<file path="config.mk">
export PLATFORM = sky130hd
export DESIGN_NAME = chinese_remainder_combiner_unit
export DESIGN_NICKNAME = d
export VERILOG_FILES = /design/src/rtl/core/crc_pkg.sv /design/src/rtl/core/crc_ram.sv /design/src/rtl/core/crc_modred.sv /design/src/rtl/core/crc_euclid.sv /design/src/rtl/core/chinese_remainder_combiner_unit.sv
export SDC_FILE = /design/constraint.sdc
export NUM_CORES = 2
export LEC_CHECK = 0
export ABC_AREA = 1
export ABC_CLOCK_PERIOD_IN_PS = 4700
export BUFFER_PORTS_ARGS = -buffer_cell sky130_fd_sc_hd__buf_2
export CORE_MARGIN = 1
export CORE_UTILIZATION = 60
export DETAILED_ROUTE_END_ITERATION = 8
export GPL_ROUTABILITY_DRIVEN = 0
export PLACE_DENSITY = 0.77
export SLEW_MARGIN = 20
export SYNTH_ARGS = -nofsm -noshare
export SYNTH_HDL_FRONTEND = slang
export SYNTH_SLANG_ARGS = --single-unit
</file>
<file path="constraint.sdc">
create_clock -name clk -period 4.7 [get_ports clk]
set_input_delay 0.235 -clock clk [delete_from_list [all_inputs] [get_ports clk]]
set_output_delay 0.235 -clock clk [all_outputs]
set_load 0.05 [all_outputs]
</file>
<file path="src/rtl/core/crc_pkg.sv">
// Package for the Chinese remainder combiner: sizes and the sequencer states.
// Used by every module of the block except crc_ram; it depends on nothing else.
`default_nettype none
package crc_pkg;

	localparam int MAX_PAIRS = 8;
	localparam int IDX_W     = (MAX_PAIRS > 1) ? $clog2(MAX_PAIRS) : 1;
	localparam int CNT_W     = $clog2(MAX_PAIRS + 1);
	localparam int VAL_W     = 8;
	localparam int WIDE_W    = 64;
	localparam int PAIR_W    = 2 * VAL_W;

	typedef enum logic [3:0] {
		S_IDLE,
		S_P_RD,
		S_P_MUL,
		S_O_RD,
		S_O_GET,
		S_X_RD,
		S_X_MUL,
		S_M1_GO,
		S_MOD1,
		S_EUC,
		S_M2_GO,
		S_MOD2,
		S_TERM,
		S_ACC,
		S_NEXT,
		S_DONE
	} state_t;

endpackage
`default_nettype wire

</file>
<file path="src/rtl/core/crc_ram.sv">
// Generic single-port-write, single-port-read RAM with a registered read.
// Stand-alone; no package needed.
`default_nettype none
module crc_ram #(
	parameter int WIDTH = 16,
	parameter int DEPTH = 8
) (
	input  wire                                         clk,
	input  wire                                         we,
	input  wire [((DEPTH > 1) ? $clog2(DEPTH) : 1)-1:0] waddr,
	input  wire [WIDTH-1:0]                             wdata,
	input  wire [((DEPTH > 1) ? $clog2(DEPTH) : 1)-1:0] raddr,
	output logic [WIDTH-1:0]                            rdata
);

	logic [WIDTH-1:0] mem_q [DEPTH];

	always_ff @(posedge clk) begin
		if (we) begin
			mem_q[waddr] <= wdata;
		end
		rdata <= mem_q[raddr];
	end

endmodule
`default_nettype wire

</file>
<file path="src/rtl/core/crc_modred.sv">
// Bit-serial reduction of a 64-bit value modulo an 8-bit modulus, one bit a cycle.
// Depends on crc_pkg for the widths.
`default_nettype none
module crc_modred (
	input  wire                        clk,
	input  wire                        arst_n,
	input  wire                        start,
	input  wire [crc_pkg::WIDE_W-1:0]  value,
	input  wire [crc_pkg::VAL_W-1:0]   modulus,
	output logic [crc_pkg::VAL_W-1:0]  remainder,
	output logic                       done
);
	import crc_pkg::*;

	logic [WIDE_W-1:0]         val_q;
	logic [VAL_W-1:0]          m_q;
	logic [$clog2(WIDE_W)-1:0] cnt_q;
	logic                      busy_q;
	logic [VAL_W:0]            trial;
	logic [VAL_W:0]            reduced;

	always_comb begin
		trial   = {remainder, val_q[WIDE_W-1]};
		reduced = (trial >= {1'b0, m_q}) ? (trial - {1'b0, m_q}) : trial;
	end

	always_ff @(posedge clk or negedge arst_n) begin
		if (!arst_n) begin
			busy_q <= 1'b0;
			done   <= 1'b0;
			cnt_q  <= '0;
		end else if (start) begin
			busy_q <= 1'b1;
			done   <= 1'b0;
			cnt_q  <= '0;
		end else if (busy_q) begin
			cnt_q <= cnt_q + 1'b1;
			if (cnt_q == '1) begin
				busy_q <= 1'b0;
				done   <= 1'b1;
			end
		end
	end

	always_ff @(posedge clk) begin
		if (start) begin
			val_q     <= value;
			m_q       <= modulus;
			remainder <= '0;
		end else if (busy_q) begin
			val_q     <= {val_q[WIDE_W-2:0], 1'b0};
			remainder <= reduced[VAL_W-1:0];
		end
	end

endmodule
`default_nettype wire

</file>
<file path="src/rtl/core/crc_euclid.sv">
// Extended Euclid by repeated subtraction: one subtract or swap a cycle.
// Gives the inverse of c modulo m, or zero when they are not coprime. Uses crc_pkg.
`default_nettype none
module crc_euclid (
	input  wire                       clk,
	input  wire                       arst_n,
	input  wire                       start,
	input  wire [crc_pkg::VAL_W-1:0]  c,
	input  wire [crc_pkg::VAL_W-1:0]  m,
	output logic [crc_pkg::VAL_W-1:0] inverse,
	output logic                      done
);
	import crc_pkg::*;

	logic [VAL_W-1:0]        r0_q, r1_q, m_q;
	logic signed [VAL_W+1:0] t0_q, t1_q;
	logic signed [VAL_W+1:0] m_s;
	logic signed [VAL_W+1:0] t_norm;
	logic                    busy_q;

	always_comb begin
		m_s = $signed({2'b00, m_q});
		if (t0_q < 0) begin
			t_norm = t0_q + m_s;
		end else if (t0_q >= m_s) begin
			t_norm = t0_q - m_s;
		end else begin
			t_norm = t0_q;
		end
	end

	always_ff @(posedge clk or negedge arst_n) begin
		if (!arst_n) begin
			busy_q <= 1'b0;
			done   <= 1'b0;
		end else if (start) begin
			busy_q <= 1'b1;
			done   <= 1'b0;
		end else if (busy_q && r1_q == '0) begin
			busy_q <= 1'b0;
			done   <= 1'b1;
		end
	end

	always_ff @(posedge clk) begin
		if (start) begin
			r0_q <= m;
			r1_q <= c;
			m_q  <= m;
			t0_q <= '0;
			t1_q <= (VAL_W+2)'(1);
		end else if (busy_q) begin
			if (r1_q == '0) begin
				inverse <= (r0_q == VAL_W'(1)) ? t_norm[VAL_W-1:0] : '0;
			end else if (r0_q >= r1_q) begin
				// One unit of the quotient at a time.
				r0_q <= r0_q - r1_q;
				t0_q <= t0_q - t1_q;
			end else begin
				r0_q <= r1_q;
				r1_q <= r0_q;
				t0_q <= t1_q;
				t1_q <= t0_q;
			end
		end
	end

endmodule
`default_nettype wire

</file>
<file path="src/rtl/core/chinese_remainder_combiner_unit.sv">
// Top level of the Chinese remainder combiner: pair RAM, sequencer and datapath.
// Depends on crc_pkg, crc_ram, crc_modred and crc_euclid.
//
//   channel | signals                                  | direction
//   --------+------------------------------------------+----------
//   input   | in_valid in_ready residue modulus last_pair | in
//   output  | out_valid out_ready solution modulus_product | out
//
// A pair is taken whenever in_valid and in_ready are both high. The marked last
// pair starts the combination of N stored pairs: first the product of all moduli
// is built, then per pair the pair is read, the other moduli are multiplied, two
// serial reductions run through all 64 bits of their value around one Euclid run
// of one subtraction or swap at a time, and the term is accumulated.
// Reset clears the sequencer, pair count and output valid; the RAM is not cleared.
// Pairs are accepted while a result waits at the output; a finished result
// holds the sequencer until the output register is free.
`default_nettype none
module chinese_remainder_combiner_unit (
	input  wire                        clk,
	input  wire                        arst_n,
	input  wire                        in_valid,
	output logic                       in_ready,
	input  wire [crc_pkg::VAL_W-1:0]   residue,
	input  wire [crc_pkg::VAL_W-1:0]   modulus,
	input  wire                        last_pair,
	output logic                       out_valid,
	input  wire                        out_ready,
	output logic [crc_pkg::WIDE_W-1:0] solution,
	output logic [crc_pkg::WIDE_W-1:0] modulus_product
);
	import crc_pkg::*;

	state_t             state_q, state_d;
	logic [CNT_W-1:0]   cnt_q, n_q, cnt_next;
	logic [IDX_W-1:0]   i_q, j_q, raddr;
	logic [WIDE_W-1:0]  big_q, sum_q, part_q, term_q, room;
	logic [VAL_W-1:0]   mi_q, ri_q, k_q;
	logic               accept, store;
	logic [VAL_W-1:0]   mod_fix;
	logic [PAIR_W-1:0]  rdata;
	logic [VAL_W-1:0]   rd_mod;
	logic [WIDE_W+VAL_W-1:0] big_mul, part_mul, term_mul;
	logic [2*VAL_W-1:0] rk_mul;
	logic               j_end, i_end;
	logic               md_start, md_done, eu_start, eu_done;
	logic [WIDE_W-1:0]  md_value;
	logic [VAL_W-1:0]   md_rem, eu_inv;

	assign in_ready = (state_q == S_IDLE);
	assign accept   = in_valid && in_ready;
	assign store    = accept && (cnt_q < CNT_W'(MAX_PAIRS));
	assign mod_fix  = (modulus == '0) ? VAL_W'(1) : modulus;
	assign cnt_next = store ? (cnt_q + CNT_W'(1)) : cnt_q;
	assign rd_mod   = rdata[VAL_W-1:0];
	assign j_end    = (CNT_W'(j_q) == n_q - CNT_W'(1));
	assign i_end    = (CNT_W'(i_q) == n_q - CNT_W'(1));
	assign big_mul  = big_q * rd_mod;
	assign part_mul = part_q * rd_mod;
	assign term_mul = part_q * k_q;
	assign rk_mul   = ri_q * eu_inv;
	assign room     = big_q - term_q;
	assign md_value = (state_q == S_M2_GO) ? WIDE_W'(rk_mul) : part_q;

	crc_ram #(
		.WIDTH(PAIR_W),
		.DEPTH(MAX_PAIRS)
	) u_pair_ram (
		.clk   (clk),
		.we    (store),
		.waddr (cnt_q[IDX_W-1:0]),
		.wdata ({residue, mod_fix}),
		.raddr (raddr),
		.rdata (rdata)
	);

	crc_modred u_modred (
		.clk       (clk),
		.arst_n    (arst_n),
		.start     (md_start),
		.value     (md_value),
		.modulus   (mi_q),
		.remainder (md_rem),
		.done      (md_done)
	);

	crc_euclid u_euclid (
		.clk     (clk),
		.arst_n  (arst_n),
		.start   (eu_start),
		.c       (md_rem),
		.m       (mi_q),
		.inverse (eu_inv),
		.done    (eu_done)
	);

	always_ff @(posedge clk or negedge arst_n) begin
		if (!arst_n) begin
			state_q <= S_IDLE;
		end else begin
			state_q <= state_d;
		end
	end

	always_comb begin
		state_d  = state_q;
		raddr    = j_q;
		md_start = 1'b0;
		eu_start = 1'b0;
		unique case (state_q)
			S_IDLE: begin
				if (accept && last_pair) begin
					state_d = (cnt_next == '0) ? S_DONE : S_P_RD;
				end
			end
			S_P_RD:  state_d = S_P_MUL;
			S_P_MUL: state_d = j_end ? S_O_RD : S_P_RD;
			S_O_RD: begin
				raddr   = i_q;
				state_d = S_O_GET;
			end
			S_O_GET: state_d = (rd_mod < VAL_W'(2)) ? S_NEXT : S_X_RD;
			S_X_RD:  state_d = S_X_MUL;
			S_X_MUL: state_d = j_end ? S_M1_GO : S_X_RD;
			S_M1_GO: begin
				md_start = 1'b1;
				state_d  = S_MOD1;
			end
			S_MOD1: begin
				if (md_done) begin
					eu_start = 1'b1;
					state_d  = S_EUC;
				end
			end
			S_EUC:   state_d = eu_done ? S_M2_GO : S_EUC;
			S_M2_GO: begin
				md_start = 1'b1;
				state_d  = S_MOD2;
			end
			S_MOD2:  state_d = md_done ? S_TERM : S_MOD2;
			S_TERM:  state_d = S_ACC;
			S_ACC:   state_d = S_NEXT;
			S_NEXT:  state_d = i_end ? S_DONE : S_O_RD;
			S_DONE:  state_d = out_valid ? S_DONE : S_IDLE;
			default: state_d = S_IDLE;
		endcase
	end

	always_ff @(posedge clk or negedge arst_n) begin
		if (!arst_n) begin
			cnt_q     <= '0;
			out_valid <= 1'b0;
		end else begin
			if (accept) begin
				cnt_q <= last_pair ? '0 : cnt_next;
			end
			if (state_q == S_DONE && !out_valid) begin
				out_valid <= 1'b1;
			end else if (out_ready) begin
				out_valid <= 1'b0;
			end
		end
	end

	always_ff @(posedge clk) begin
		case (state_q)
			S_IDLE: begin
				n_q   <= cnt_next;
				big_q <= WIDE_W'(1);
				sum_q <= '0;
				i_q   <= '0;
				j_q   <= '0;
			end
			S_P_MUL: begin
				big_q <= big_mul[WIDE_W-1:0];
				j_q   <= j_end ? '0 : (j_q + IDX_W'(1));
			end
			S_O_GET: begin
				ri_q   <= rdata[PAIR_W-1:VAL_W];
				mi_q   <= rd_mod;
				part_q <= WIDE_W'(1);
				j_q    <= '0;
			end
			S_X_MUL: begin
				// The product of all other moduli is big / m without a divider.
				if (j_q != i_q) begin
					part_q <= part_mul[WIDE_W-1:0];
				end
				j_q <= j_end ? '0 : (j_q + IDX_W'(1));
			end
			S_MOD2:  k_q    <= md_rem;
			S_TERM:  term_q <= term_mul[WIDE_W-1:0];
			S_ACC:   sum_q  <= (sum_q >= room) ? (sum_q - room) : (sum_q + term_q);
			S_NEXT:  i_q    <= i_q + IDX_W'(1);
			S_DONE: begin
				if (!out_valid) begin
					solution        <= sum_q;
					modulus_product <= big_q;
				end
			end
			default: begin
			end
		endcase
	end

endmodule
`default_nettype wire
</file>
==> results.yml <==
detailed_routing:
  wl_um: 349000
  avgRoutedWirePerCell_um: 21.1
  drt_first_iter_violations: 12800
  dr.pass1.iters: 9
  ant_nets: 0
  via_count: 96800
  viasPerCell: 5.87
  drc: 17
run:
  drv_cap: 0
timing:
  worst_slew_pin_slew_ps: 1160
  fin_skew_ps: 59.2
  setup_ws_ps: -408
  finalCritPeriodShare_pct: 109
  min_period_ps: 5110
  setup_viol: 190
  slew_headroom_pct: 22.5
  rsz0062_at_grt: "true"
  fmax_ghz: 0.196
  hold_violations: 0
  final_max_slew_viol_count: 0
layout:
  fin_area_mm2: 0.117
  syn2layout_area_growth_pct: 24.2
  num-fill-cells: 10500
  multi_input_area_mm2: 0.0647
  regArea_mm2: 0.0209
  drive_gt1_share_pct: 19.1
  finalNetCount: 15900
clock_tree:
  clkLatencyLatePin_ps: 770
  tritoncts: "built"
  cts_root_buf: "clkbuf_16"
  cts-htree-levels: 3
  max-clock-path-buffers: 3
  clock-sinks: 713
  path_clk_slew_ps: 80
  numCtsBuffers: 86
synthesis:
  yosys-mux-area-fraction_pct: 0
  synth.most_common_cell: "nand2_1"
  synth_top_family_by_area: "adder cells"
  ys_async_sr_fraction_pct: 2.66
  synth_cells: 13000
  yosys_warnings: 0
  syn_area_per_cell_um2: 7.24
  ys_seq_area_share_pct: 22.2
  synth_top_cell_by_area: "fa_1"
  yosys-top-cells-count: "nand2_1, inv_1, fa_1"
  synth_compound_area_share_pct: 8.57
  syn_area_mm2: 0.0942
  ys_types: 57
  synth_xor_xnor_area_share_pct: 2.19
  synthAdderAreaFrac_pct: 29.6
  synth-seq-cells: 713
  synthSimpleGateAreaFrac_pct: 23.1
  synth_flop_cell: "edfxtp_1"
  synth_nets: 14600
  synth-edff-count: 650
  ys_top_cells_by_area: "fa_1, edfxtp_1, nand2_1"
  synth_top_area_share_pct: 23.1
placed_design:
  port_buffers: 150
  place_hpwl_um: 258000
  placedInstanceArea_mm2: 0.107
die:
  dieWidth_um: 398
  die-area_mm2: 0.159
  start_util_pct: 60.4
  pin_count: 151
  fp.dieH_um: 398
  core_mm2: 0.156
  rows: 145
worst_setup_path:
  crit_path_end_kind: "register"
  critical_path_class: "register to register"
  arrival_ps: 5610
  crit_path_start_kind: "register"
  worstPathMaxFanout: 11
  critPathRequiredTime_ps: 5200
run_status:
  violations: "design-rule violations, negative setup slack"
  status: "finished, violations left"
grt:
  grt_usage_pct: 42.8
  antenna_found_initial: 11
  grt_pass1_vias: 96900
  grt_pass1_wl_um: 525000
  grt_max_degree: 87
  overflow: 0
worst_hold_path:
  hold_class: "primary input to register"
==> worst max-delay path, cell delays in order (launching register included) <==
cell     delay (ps)
dfxtp_4         370
buf_4           140
buf_12          140
buf_16          180
nand2_1          70
inv_1            50
fa_1            560
fa_1            480
fa_1            570
fa_1            460
ha_4            330
nand2_2         110
o21ai_1         350
a21oi_1         230
o21ai_1         320
a21oi_2         140
buf_4           150
a21oi_2         150
nor2_1           80
==> per-layer routing <==
layer	wire (µm)	vias up	global-route usage (%)	share of wire (%)
met1	116000	45000	51.1	33
met2	151000	7490	65.8	43
met5	74	-	0.0303	0.021
met4	32900	12	32.1	9.4
met3	48200	2177	12.2	14
li1	-	42100	-	-
==> logic make-up (layout without fill, tap and decap cells) <==
kind of cell	Yosys count	count (layout)
xor+xnor	236	236
buf+inv	3570	4964
fa+ha+maj	1575	1575
compound gates	1456	1456
flops	713	713
simple gates	5470	5470
other cells	0	7
==> sequential cells by signal, indices dropped and copies added, names as in the netlist, 10 cells and up <==
name	cells
sum_q	64
u_modred.val_q	64
modulus_product	64
term_q	64
u_pair_ram.mem_q	128
u_euclid.t0_q	10
u_pair_ram.rdata	16
part_q	64
solution	64
u_euclid.t1_q	10
big_q	64
==> area by class of cell <==
| class | instances | area share [%] |
|---|---|---|
| diodes | 7 | 0.0150 |
| clock buffers | 104 | 1.93 |
| clock inverters | 56 | 0.591 |
| inverters | 3126 | 10.0 |
| multi-input cells | 8737 | 55.3 |
| flip-flops and latches | 713 | 17.9 |
| well taps | 2058 | 2.20 |
| repair buffers | 1678 | 12.0 |
==> through the flow <==
step,worst slack (ps),util (%),std cells,TNS [ps],hold WS [ps]
after floorplan,-21.8,-,13000,-74.5,-60.6
after global placement,-394,68.8,16200,-12170,220
after detailed placement,-457,68.8,16200,-23970,228
after CTS,-91.8,73.2,16400,-2020,222
after global routing,-566,75.0,16500,-49750,280
final,-408,75.0,16500,-24700,260
==> repair_timing <==
action,CTS,global route
gates cloned,10,5
hold buffers,24,0
setup buffers,77,47
hold endpoints to repair,152,0
gates resized for setup,610,561
endpoints found under the setup margin,190,210
pin swaps,115,85
==> placed cells by master (no fill, tap or decap), types with 31 or more instances in the layout <==
cell       Yosys  layout
o21ai_1       24     138
dfxtp_1       44      36
nand2_2        8     141
a31oi_1       37      31
nor3_1       109      72
inv_2          9      39
nand4_1       89      89
nand3_2       10      36
a21oi_2        4     148
o21ai_0      439     300
a21o_1        38      36
a22o_1        53      53
nand3_1      366     336
clkbuf_16      0      91
nand2_1     3787    3637
ha_1         487     307
o21bai_1      85      72
nor3_2         3      31
buf_2         23     151
edfxtp_1     650     650
nor2_1       996     789
inv_1       3114    3083
xor2_1       138     135
nor2_2         7     166
buf_12         0     108
nor2_4         4      52
xnor2_1       98      91
fa_1        1088    1072
buf_4          5    1363
ha_4           0     165
a21oi_1      684     534
==> worst paths after layout <==
path                                        endpoint  slack, ps                          from  cells after the start
setup / recovery             big_q[62]$_SDFFCE_PN0P_       -410   u_pair_ram.rdata[5]$_DFF_P_                     18
hold / removal                 out_valid$_DFFE_PN0P_        260                     out_ready                      3
setup reg to reg             big_q[62]$_SDFFCE_PN0P_       -410   u_pair_ram.rdata[5]$_DFF_P_                     18
hold reg to reg                    ri_q[5]$_DFFE_PP_        410  u_pair_ram.rdata[13]$_DFF_P_                      0
max in group asynchronous  u_euclid.done$_DFFE_PN0P_       2820                        arst_n                      4
min in group asynchronous     state_q[1]$_DFFE_PN0P_        420                        arst_n                      3
Power is left out: the tool's default activity adds up to more than one toggle a clock period on the data nets, which glitch-free logic cannot reach.
